## config.mk

```make
export PLATFORM = sky130hd
export DESIGN_NAME = hsl_to_rgb_converter
export DESIGN_NICKNAME = d
export VERILOG_FILES = /design/src/hw/rtl/hsl2rgb_pkg.sv /design/src/hw/rtl/hsl2rgb_hue_split.sv /design/src/hw/rtl/hsl2rgb_chroma.sv /design/src/hw/rtl/hsl2rgb_mix.sv /design/src/hw/rtl/hsl_to_rgb_converter.sv
export SDC_FILE = /design/constraint.sdc
export NUM_CORES = 2
export LEC_CHECK = 0
export CORE_MARGIN = 2
export CORE_UTILIZATION = 59
export CTS_BUF_LIST = sky130_fd_sc_hd__clkbuf_4 sky130_fd_sc_hd__clkbuf_8 sky130_fd_sc_hd__clkbuf_16
export DETAILED_ROUTE_END_ITERATION = 8
export DONT_BUFFER_PORTS = 1
export PLACE_DENSITY_LB_ADDON = 0.3
export SLEW_MARGIN = 0
export SYNTH_ARGS = -nofsm -noshare
export SYNTH_HDL_FRONTEND = slang
export SYNTH_SLANG_ARGS = --single-unit
```

## constraint.sdc

```tcl
create_clock -name clk -period 6.3 [get_ports clk]
set_clock_uncertainty 0.05 [all_clocks]
set_input_delay 0.315 -clock clk [delete_from_list [all_inputs] [get_ports clk]]
set_output_delay 0.315 -clock clk [all_outputs]
set_load 0.02 [all_outputs]
```

## src/hw/rtl/hsl2rgb_pkg.sv

```systemverilog
// shared types and constants for the hsl to rgb converter
// no dependencies; imported by every module of the block

package hsl2rgb_pkg;

    // pipeline stages between an accepted start and its done strobe
    localparam int LATENCY = 7;

    // hue is in 1/16 degree: 960 per sector, six sectors per turn
    localparam logic [9:0]         HUE_SECTOR = 10'd960;
    // six turns, lifts any 16-bit signed hue to a positive value
    localparam logic signed [17:0] HUE_OFFSET = 18'sd34560;
    // floor(2^26 / 960), quotient is exact or one low
    localparam logic [16:0]        HUE_RECIP  = 17'd69905;
    localparam int                 HUE_SHIFT  = 26;

    typedef enum logic [2:0] {
        SEC_R_TO_Y = 3'd0,
        SEC_Y_TO_G = 3'd1,
        SEC_G_TO_C = 3'd2,
        SEC_C_TO_B = 3'd3,
        SEC_B_TO_M = 3'd4,
        SEC_M_TO_R = 3'd5
    } sector_t;

    typedef struct packed {
        sector_t    sec;
        logic [9:0] pos;
    } hue_pos_t;

endpackage

```

## src/hw/rtl/hsl2rgb_hue_split.sv

```systemverilog
// hue wrap and split into sector and in-sector position, four stages
// depends on hsl2rgb_pkg

module hsl2rgb_hue_split
    import hsl2rgb_pkg::*;
(
    input  logic              clk,
    input  logic signed [15:0] hue,
    output hue_pos_t          hpos
);

    logic [16:0]      u_next;
    logic [16:0]      u_reg;
    logic [16:0]      u2_reg;
    logic [32:0]      qprod_next;
    logic [32:0]      qprod_reg;
    logic [6:0]       q0;
    logic [16:0]      r0;
    logic [6:0]       q_next;
    logic [6:0]       q_reg;
    logic [9:0]       pos_next;
    logic [9:0]       pos_reg;
    logic [12:0]      q43;
    logic [6:0]       sec_raw;
    hue_pos_t         hpos_next;
    hue_pos_t         hpos_reg;

    // stage 1: positive hue, same sector and position
    assign u_next = 17'(18'(hue) + HUE_OFFSET);

    // stage 2: reciprocal multiply by 1/960
    assign qprod_next = 33'(u_reg * HUE_RECIP);

    // stage 3: one correction step
    always_comb
    begin
        q0 = qprod_reg[HUE_SHIFT+6:HUE_SHIFT];
        r0 = u2_reg - 17'(q0 * HUE_SECTOR);
        if (r0 >= 17'(HUE_SECTOR))
        begin
            q_next   = q0 + 7'd1;
            pos_next = 10'(r0 - 17'(HUE_SECTOR));
        end
        else
        begin
            q_next   = q0;
            pos_next = r0[9:0];
        end
    end

    // stage 4: sector = quotient mod 6, floor(q/6) as (q*43)>>8
    always_comb
    begin
        q43           = 13'(q_reg * 6'd43);
        sec_raw       = q_reg - 7'(q43[12:8] * 3'd6);
        hpos_next.sec = sector_t'(sec_raw[2:0]);
        hpos_next.pos = pos_reg;
    end

    always_ff @(posedge clk)
    begin
        u_reg     <= u_next;
        qprod_reg <= qprod_next;
        u2_reg    <= u_reg;
        q_reg     <= q_next;
        pos_reg   <= pos_next;
        hpos_reg  <= hpos_next;
    end

    assign hpos = hpos_reg;

endmodule

```

## src/hw/rtl/hsl2rgb_chroma.sv

```systemverilog
// chroma = (1 - |2l - 1|) * s in four stages, lightness carried along
// depends on hsl2rgb_pkg

module hsl2rgb_chroma
    import hsl2rgb_pkg::*;
#(
    parameter int CHANNEL_BITS = 16
)
(
    input  logic                    clk,
    input  logic [CHANNEL_BITS-1:0] saturation,
    input  logic [CHANNEL_BITS-1:0] lightness,
    output logic [CHANNEL_BITS-1:0] chroma,
    output logic [CHANNEL_BITS:0]   two_l
);

    localparam int CB = CHANNEL_BITS;
    localparam logic [CB:0] FULL = {1'b0, {CB{1'b1}}};

    logic [CB:0]     tl_in;
    logic [CB:0]     dev;
    logic [CB-1:0]   span_next;
    logic [CB-1:0]   span_reg;
    logic [CB-1:0]   s_reg;
    logic [2*CB-1:0] prod_next;
    logic [2*CB-1:0] prod_reg;
    logic [2*CB:0]   qsum;
    logic [CB-1:0]   c_next;
    logic [CB-1:0]   c3_reg;
    logic [CB-1:0]   c4_reg;
    logic [CB-1:0]   l1_reg;
    logic [CB-1:0]   l2_reg;
    logic [CB-1:0]   l3_reg;
    logic [CB-1:0]   l4_reg;

    // stage 1: span = full - |2l - full|
    always_comb
    begin
        tl_in     = {lightness, 1'b0};
        dev       = (tl_in >= FULL) ? (tl_in - FULL) : (FULL - tl_in);
        span_next = CB'(FULL - dev);
    end

    // stage 2: span * s
    assign prod_next = (2*CB)'(span_reg * s_reg);

    // stage 3: divide by 2^CB - 1 as (p + (p >> CB) + 1) >> CB
    always_comb
    begin
        qsum   = {1'b0, prod_reg} + (2*CB+1)'(prod_reg >> CB) + (2*CB+1)'(1);
        c_next = qsum[2*CB-1:CB];
    end

    always_ff @(posedge clk)
    begin
        span_reg <= span_next;
        s_reg    <= saturation;
        l1_reg   <= lightness;
        prod_reg <= prod_next;
        l2_reg   <= l1_reg;
        c3_reg   <= c_next;
        l3_reg   <= l2_reg;
        c4_reg   <= c3_reg;
        l4_reg   <= l3_reg;
    end

    assign chroma = c4_reg;
    assign two_l  = {l4_reg, 1'b0};

endmodule

```

## src/hw/rtl/hsl2rgb_mix.sv

```systemverilog
// intermediate component, sector permutation, offset and clamp, three stages
// depends on hsl2rgb_pkg

module hsl2rgb_mix
    import hsl2rgb_pkg::*;
#(
    parameter int CHANNEL_BITS = 16
)
(
    input  logic                    clk,
    input  hue_pos_t                hpos,
    input  logic [CHANNEL_BITS-1:0] chroma,
    input  logic [CHANNEL_BITS:0]   two_l,
    output logic [CHANNEL_BITS-1:0] red,
    output logic [CHANNEL_BITS-1:0] green,
    output logic [CHANNEL_BITS-1:0] blue
);

    localparam int CB  = CHANNEL_BITS;
    // exact divide by 15 for values below 2^(CB+4)
    localparam int W15 = CB + 8;
    localparam longint unsigned R15_L = ((64'd1 << W15) + 64'd14) / 64'd15;
    localparam logic [CB+4:0] R15 = R15_L[CB+4:0];
    localparam logic [CB-1:0] FULL = {CB{1'b1}};

    function automatic logic [CB-1:0] channel(input logic [CB-1:0] comp,
                                              input logic [CB:0]   m2);
        logic [CB+1:0] sum;
        logic [CB:0]   half;
        sum  = {1'b0, comp, 1'b0} + {1'b0, m2};
        half = sum[CB+1:1];
        return half[CB] ? FULL : half[CB-1:0];
    endfunction

    logic [9:0]       k;
    logic [CB+9:0]    kprod_next;
    logic [CB+9:0]    kprod_reg;
    logic [CB-1:0]    c5_reg;
    logic [CB-1:0]    c6_reg;
    sector_t          sec5_reg;
    sector_t          sec6_reg;
    logic [CB:0]      tl5_reg;
    logic [CB:0]      tl6_reg;
    logic [CB+3:0]    v;
    logic [2*CB+8:0]  rprod_next;
    logic [2*CB+8:0]  rprod_reg;
    logic [CB-1:0]    x;
    logic [CB:0]      m2;
    logic [CB-1:0]    r_c;
    logic [CB-1:0]    g_c;
    logic [CB-1:0]    b_c;
    logic [CB-1:0]    red_next;
    logic [CB-1:0]    green_next;
    logic [CB-1:0]    blue_next;
    logic [CB-1:0]    red_reg;
    logic [CB-1:0]    green_reg;
    logic [CB-1:0]    blue_reg;

    // stage 5: c * pos, or c * (960 - pos) in odd sectors
    always_comb
    begin
        k          = hpos.sec[0] ? (HUE_SECTOR - hpos.pos) : hpos.pos;
        kprod_next = (CB+10)'(chroma * k);
    end

    // stage 6: /960 = >>6 then /15 by reciprocal
    always_comb
    begin
        v          = kprod_reg[CB+9:6];
        rprod_next = (2*CB+9)'(v * R15);
    end

    // stage 7: permute, add offset 2l - c, halve, clamp
    always_comb
    begin
        x  = rprod_reg[W15+CB-1:W15];
        m2 = (tl6_reg >= {1'b0, c6_reg}) ? (tl6_reg - {1'b0, c6_reg}) : '0;
        r_c = '0;
        g_c = '0;
        b_c = '0;
        unique case (sec6_reg)
            SEC_R_TO_Y:
            begin
                r_c = c6_reg;
                g_c = x;
            end
            SEC_Y_TO_G:
            begin
                r_c = x;
                g_c = c6_reg;
            end
            SEC_G_TO_C:
            begin
                g_c = c6_reg;
                b_c = x;
            end
            SEC_C_TO_B:
            begin
                g_c = x;
                b_c = c6_reg;
            end
            SEC_B_TO_M:
            begin
                r_c = x;
                b_c = c6_reg;
            end
            default:
            begin
                r_c = c6_reg;
                b_c = x;
            end
        endcase
        red_next   = channel(r_c, m2);
        green_next = channel(g_c, m2);
        blue_next  = channel(b_c, m2);
    end

    always_ff @(posedge clk)
    begin
        kprod_reg <= kprod_next;
        c5_reg    <= chroma;
        sec5_reg  <= hpos.sec;
        tl5_reg   <= two_l;
        rprod_reg <= rprod_next;
        c6_reg    <= c5_reg;
        sec6_reg  <= sec5_reg;
        tl6_reg   <= tl5_reg;
        red_reg   <= red_next;
        green_reg <= green_next;
        blue_reg  <= blue_next;
    end

    assign red   = red_reg;
    assign green = green_reg;
    assign blue  = blue_reg;

endmodule

```

## src/hw/rtl/hsl_to_rgb_converter.sv

```systemverilog
// top level of the hsl to rgb converter: hue split, chroma and mix pipelines
// depends on hsl2rgb_pkg, hsl2rgb_hue_split, hsl2rgb_chroma, hsl2rgb_mix
//
// channel   handshake         payload
// -------   ---------------   ------------------------------------------
// input     start / busy      hue, saturation, lightness, alpha_in
// result    done (strobe)     red, green, blue, alpha_out
//
// one beat in per clock, one result beat out per clock
// the latency is set by the seven register stages of the pipeline
// busy is always low: the pipeline never holds off a start
// reset clears only the valid bits; no result strobes until fed
// done lasts one cycle per beat, the receiver has no way to stall it

module hsl_to_rgb_converter
    import hsl2rgb_pkg::*;
#(
    parameter int CHANNEL_BITS = 16
)
(
    input  logic                    clk,
    input  logic                    rst_n,
    input  logic                    start,
    output logic                    busy,
    input  logic signed [15:0]      hue,
    input  logic [CHANNEL_BITS-1:0] saturation,
    input  logic [CHANNEL_BITS-1:0] lightness,
    input  logic [CHANNEL_BITS-1:0] alpha_in,
    output logic                    done,
    output logic [CHANNEL_BITS-1:0] red,
    output logic [CHANNEL_BITS-1:0] green,
    output logic [CHANNEL_BITS-1:0] blue,
    output logic [CHANNEL_BITS-1:0] alpha_out
);

    logic                    accept;
    logic [LATENCY-1:0]      vld_reg;
    logic [LATENCY-1:0]      vld_next;
    logic [CHANNEL_BITS-1:0] alpha_reg [LATENCY];
    hue_pos_t                hpos;
    logic [CHANNEL_BITS-1:0] chroma;
    logic [CHANNEL_BITS:0]   two_l;

    // fully pipelined, every start is taken
    assign busy   = 1'b0;
    assign accept = start && !busy;

    // valid bits travel beside the datapath stages
    assign vld_next = {vld_reg[LATENCY-2:0], accept};

    always_ff @(posedge clk or negedge rst_n)
    begin
        if (!rst_n)
        begin
            vld_reg <= '0;
        end
        else
        begin
            vld_reg <= vld_next;
        end
    end

    // alpha rides a plain delay line matching the datapath depth
    always_ff @(posedge clk)
    begin
        alpha_reg[0] <= alpha_in;
        for (int i = 1; i < LATENCY; i++)
        begin
            alpha_reg[i] <= alpha_reg[i-1];
        end
    end

    // stages 1-4: wrapped hue into sector and position
    hsl2rgb_hue_split u_hue_split (
        .clk  (clk),
        .hue  (hue),
        .hpos (hpos)
    );

    // stages 1-4: chroma and doubled lightness
    hsl2rgb_chroma #(
        .CHANNEL_BITS (CHANNEL_BITS)
    ) u_chroma (
        .clk        (clk),
        .saturation (saturation),
        .lightness  (lightness),
        .chroma     (chroma),
        .two_l      (two_l)
    );

    // stages 5-7: intermediate component, permutation and output registers
    hsl2rgb_mix #(
        .CHANNEL_BITS (CHANNEL_BITS)
    ) u_mix (
        .clk    (clk),
        .hpos   (hpos),
        .chroma (chroma),
        .two_l  (two_l),
        .red    (red),
        .green  (green),
        .blue   (blue)
    );

    assign done      = vld_reg[LATENCY-1];
    assign alpha_out = alpha_reg[LATENCY-1];

    // every accepted beat comes out as a done strobe at the end of the pipeline
    a_start_to_done: assert property (@(posedge clk) disable iff (!rst_n)
        accept |-> ##LATENCY done)
        else $error("accepted beat did not produce a result");

    // no result without a matching beat
    a_done_has_start: assert property (@(posedge clk) disable iff (!rst_n)
        done |-> $past(accept, LATENCY))
        else $error("result strobe without an accepted beat");

    // zero saturation gives a gray equal to the lightness
    a_gray: assert property (@(posedge clk) disable iff (!rst_n)
        (accept && saturation == '0) |-> ##LATENCY
            (red == $past(lightness, LATENCY) && green == red && blue == red))
        else $error("gray input did not give equal channels");

endmodule
```

# Word level (Yosys, flattened, before mapping)
# Memory sizes are Yosys's and may differ from the RTL's.
# Cells that the tools add are included.
[totals]
regBits = 447
ramBits = 112
in_bits = 67
out_inout_bits = 66
n_memories = 1
[op_classes]
add_sub_neg = 15
n_mul = 7
n_lt_le_gt_ge = 3
n_eq_ne = 4
n_mux = 8
reduce_logical = 7
[memory_table]
columns = ["name", "depth", "width", "read_ports", "rd_clocked_by_memory_dff", "write_ports", "line", "rtl"]
rows = [
  ["alpha_reg", 7, 16, 7, 0, 7, "hsl_to_rgb_converter.sv:39", "logic [CHANNEL_BITS-1:0] alpha_reg [LATENCY];"],
]
[ops]
columns = ["op", "count"]
rows = [
  ["$pmux W16 S2", 3],
  ["$add A17 B17 Y18", 3],
  ["$mul A20 B20 Y39 const B", 1],
  ["$mul A17 B17 Y33 const B", 1],
  ["$add A32 B1 Y32 const B", 1],
  ["$add A32 B16 Y32", 1],
  ["$mul A16 B16 Y32", 1],
  ["$sub A16 B16 Y16 const A", 2],
  ["$mul A16 B10 Y26", 1],
  ["$mux W10", 2],
  ["$add A16 B17 Y17 const B", 1],
  ["$ge A17 B10 Y1 const B", 1],
  ["$ge A17 B16 Y1", 1],
  ["$ge A17 B16 Y1 const B", 1],
  ["$mux W17", 1],
  ["$sub A17 B16 Y17", 1],
  ["$sub A17 B17 Y17", 1],
  ["$mux W16", 1],
  ["$sub A16 B16 Y16 const B", 1],
  ["$mul A7 B6 Y13 const B", 1],
  ["$reduce_or A2 Y1", 6],
  ["$mul A7 B4 Y11 const B", 1],
  ["$sub A10 B10 Y10 const A", 1],
  ["$sub A10 B10 Y10 const B", 1],
  ["other kinds (8)", 9],
]

# Longest topological paths before layout
[logic_depth]
word_depth = 4
ltp_mapped = 28
depth_no_buf = 25

# Modules after synthesis
# A second synthesis with hierarchy kept.
[unflattened]
hier_cells = 3732
hier_area_um2 = 36347.4
[by_module_without_submodules]
columns = ["mod", "instances", "cells_per_inst", "area_each_um2", "seq_area_each_um2"]
rows = [
  ["hsl2rgb_mix", 1, 1821, 15929.0, 3123.0],
  ["hsl2rgb_chroma", 1, 1187, 11962.7, 3163.0],
  ["hsl2rgb_hue_split", 1, 603, 6027.0, 1421.4],
  ["hsl_to_rgb_converter", 1, 121, 2428.6, 2417.3],
]

# Worst setup path after synthesis
# No wires, ideal clock.
[synth_path]
path_type = "register to register"
startpoint = "reg u_hue_split.hpos_reg (netlist bit u_hue_split.hpos[0])"
endpoint = "reg u_mix.kprod_reg[25]"
setup_time_ns = 0.118
arrival_time_ns = 6.324
t_required_ns = 6.132
slack_ns = -0.193
stages_incl_launch_ff = 27
path_buffers = 3
synth_period_minus_slack_ns = 6.493
cell_sequence = "dfxtp_1 clkbuf_1 clkbuf_1 inv_1 ha_1 nand4_1 nand2_1 xor2_1 clkbuf_1 nand2_1 fa_1 fa_1 inv_1 fa_1 fa_1 inv_1 fa_1 inv_1 ha_1 a21o_1 a21o_1 a221oi_4 nor2_2 o221ai_4 o21ai_2 o31a_1 xnor2_1"
[synth_between]
elab_chain_cells = 3
[synth_rtl]
columns = ["item", "line", "rtl"]
rows = [
  ["start, declared", "hsl2rgb_hue_split.sv:26", "hue_pos_t hpos_reg;"],
  ["start signal, assigned", "hsl2rgb_hue_split.sv:67", "hpos_reg <= hpos_next;"],
  ["$sub A10 B10 Y10", "hsl2rgb_mix.sv:62", "k = hpos.sec[0] ? (HUE_SECTOR - hpos.pos) : hpos.pos;"],
  ["$mux W10 *", "hsl2rgb_mix.sv:62", ""],
  ["$mul A16 B10 Y26 *", "hsl2rgb_mix.sv:63", "kprod_next = (CB+10)'(chroma * k);"],
  ["net u_mix.kprod_next[25]", "hsl2rgb_mix.sv:36", "logic [CB+9:0] kprod_next;"],
  ["end signal, assigned", "hsl2rgb_mix.sv:120", "kprod_reg <= kprod_next;"],
  ["end, declared", "hsl2rgb_mix.sv:37", "logic [CB+9:0] kprod_reg;"],
]
# The timed path passes the listed nets; every way through them passes the cells marked *.
# A chain may end at the register's enable or synchronous reset.

# Final worst setup path
# Ends and elaborated chain as after synthesis.

==> impl_metrics.tcl <==
set metrics [dict create \
    core_sq_mm 0.0592 \
    synthAdderAreaFrac_pct 38.5 \
    via_per_inst 5.34 \
    arrival_ns 6.47 \
    grt_max_degree 48 \
    clock_sinks 502 \
    endpoint_kind "flip-flop" \
    crit_path_start_kind "flip-flop" \
    yosys.area_share.xor_xnor_pct 4.86 \
    min_period_ns 6.02 \
    synth_ff_type "dfxtp_1" \
    muxShareOfSynthArea_pct 0.303 \
    globalRouteTotalUtil_pct 24.8 \
    slew_violations 0 \
    die_width_microns 249 \
    drc 0 \
    yosys.area_share.simple_pct 11.8 \
    wl_per_cell_microns 16.6 \
    max_freq_ghz 0.166 \
    hold_viol 0 \
    chipHeight_microns 249 \
    wl_met3_microns 4080 \
    ys_async_sr_fraction_pct 1.39 \
    firstDrtPassIters 7 \
    relSlewSlack_pct 27.2 \
    synth-edff-count 0 \
    die_area_sq_mm 0.0621 \
    syn-instance-count 3643 \
    initial_core_util_pct 59.9 \
    clk_latency_ns 0.60 \
    syn2layout_area_growth_pct 10.6 \
    yosysSeqAreaShare_pct 28.4 \
    stdcell_count 4559 \
    synth_compound_area_share_pct 8.65 \
    yosys_warnings 0 \
    critPathRequiredTime_ns 6.75 \
    drive_gt1_share_pct 5.84 \
    drt-total-wl_microns 75500 \
    ys_types 81 \
    nets 4695 \
    antenna_found_initial 2 \
    period_share_pct 95.6 \
    setup_violations 0 \
    crit_type "flip-flop to flip-flop" \
    cts_tree "yes" \
    cpMostUsedCell "fa_1" \
    detailed_place_hpwl_microns 59700 \
    largest_reg_flops 112 \
    grt_pass1_vias 25200 \
    met2_length_microns 36900 \
    num_io_pins 133 \
    clk_path_buf_depth 3 \
    rows 89 \
    vias 24300 \
    syn_avg_cell_area_sq_um 9.74 \
    ys_ff_latch 502 \
    io_buffer_count 0 \
    critPathSlowestCell "fa_1" \
    final_cell_mix "603 x inv_1, 512 x ha_1, 472 x dfxtp_1" \
    worstPathCellList "inv_1, ha_2, nand4_1, buf_4, nand2_2, xor2_4, buf_4, and2_1, fa_1, fa_1, fa_1, fa_1, inv_1, fa_1, inv_1, ha_1, and4_1, a221oi_4, nor2_2, o221ai_4, o21ai_2, o31a_1, xnor2_1" \
    grt_pass1_wl_microns 126000 \
    met1_length_microns 32600 \
    cts.clk_slew.worst_paths_ns 0.06 \
    ant_nets 0 \
    gp_congestion 0.963 \
    layout_commonest_cell "inv_1" \
    dp.cells 4395 \
    syn_nets 4587 \
    htree_num_levels 2 \
    cp_max_fo 5 \
    top_layer "met5" \
    first_iter_violations 1551 \
    numCtsBuffers 49 \
    worst_pin_slew_ns 1.09 \
    grt-ovfl-total 0 \
    drv_cap 0 \
    status "finished, final reports clean" \
    cts_root_buf "clkbuf_16" \
    cpPeakStageDelay_ns 0.54 \
    syn_area_sq_mm 0.0355 \
    hp-class "input pin to flip-flop" \
    synth_top_family_by_area "adder cells" \
]
-- cell usage after synthesis, types with 53 or more instances --
cell type | count | area share, %
clkbuf_1 | 71 | 0.75
xor2_1 | 79 | 1.9
a21o_1 | 53 | 1.1
o21ai_0 | 93 | 1.3
ha_1 | 517 | 18
nor2_1 | 78 | 0.83
and2_1 | 180 | 3.2
inv_1 | 603 | 6.4
dfxtp_1 | 495 | 28
xnor2_1 | 118 | 2.9
nand2_1 | 454 | 4.8
fa_1 | 360 | 20
a21oi_1 | 157 | 2.2
-- metrics by stage --
step	hold slack, ns	cell area (sq um)	utilization [%]	worst slack [ns]	setup TNS, ns
3_5_place_dp	-0.0304	36700	61.9	-0.0197	-0.0197
5_1_grt	0.195	39300	66.3	-0.0110	-0.0154
4_1_cts	0.186	39100	65.9	0.0715	0
6_report	0.217	39300	66.3	0.275	0
2_1_floorplan	-0.0306	35500	-	0.0130	0
3_3_place_gp	-0.0305	36700	61.9	0.137	0
-- critical path, delay by kind of cell, from the launching register on --
| kind | cells | cell delay [ns] |
|---|---|---|
| simple gates | 5 | 0.70 |
| flops | 1 | 0.34 |
| fa+ha+maj | 7 | 3.09 |
| xor+xnor | 2 | 0.35 |
| compound gates | 4 | 0.94 |
| buf+inv | 5 | 0.48 |
-- cell families (layout without fill, tap and decap cells) --
kind of cell             count (synthesis)  after routing
other                                    1              2
flip-flops                             502            502
adder cells (fa/ha/maj)                877            877
multiplexers                            10             10
XOR/XNOR                               197            197
AO/OA/AOI/OAI                          480            480
AND/OR/NAND/NOR                        883            883
buffers and inverters                  693            835
-- worst paths after layout --
| path | cells past startpoint | endpoint | startpoint | slack [ns] |
|---|---|---|---|---|
| min in group asynchronous | 2 | vld_reg[1] | rst_n | 0.54 |
| min reg2reg | 0 | u_mix.tl5_reg[2] | u_chroma.l4_reg[1] | 0.26 |
| max reg2reg | 23 | u_mix.kprod_reg[25] | u_hue_split.hpos[0] | 0.28 |
| min | 1 | vld_reg[0] | start | 0.22 |
| max | 23 | u_mix.kprod_reg[25] | u_hue_split.hpos[0] | 0.28 |
| max in group asynchronous | 2 | vld_reg[0] | rst_n | 5.42 |
-- area by class of cell --
| class | count | area, sq um |
|---|---|---|
| Multi-Input combinational cell | 2448 | 22900 |
| Fill cell | 4572 | 20000 |
| Sequential cell | 502 | 10100 |
| Inverter | 603 | 2260 |
| Clock buffer | 68 | 1450 |
| Timing Repair Buffer | 147 | 1330 |
| Tap cell | 773 | 967 |
| Clock inverter | 17 | 228 |
| Antenna cell | 1 | 2.50 |
-- metal layers --
layer  GRT usage, %  vias up
li1               -    11800
met1           32.0    11700
met2           43.1      619
met3           3.89      146
met4           7.07        2
met5              0        -
-- what timing repair did --
item / 4_1_cts / 5_1_grt
resized for setup: 1 / 44
hold endpoints to repair: 88 / 0
hold buffers: 73 / 0
pin swaps: 0 / 10
buffers inserted: 0 / 5
endpoints found under the setup margin: 1 / 27
Power is left out: the tool's default activity adds up to more than one toggle a clock period on the data nets, which glitch-free logic cannot reach.
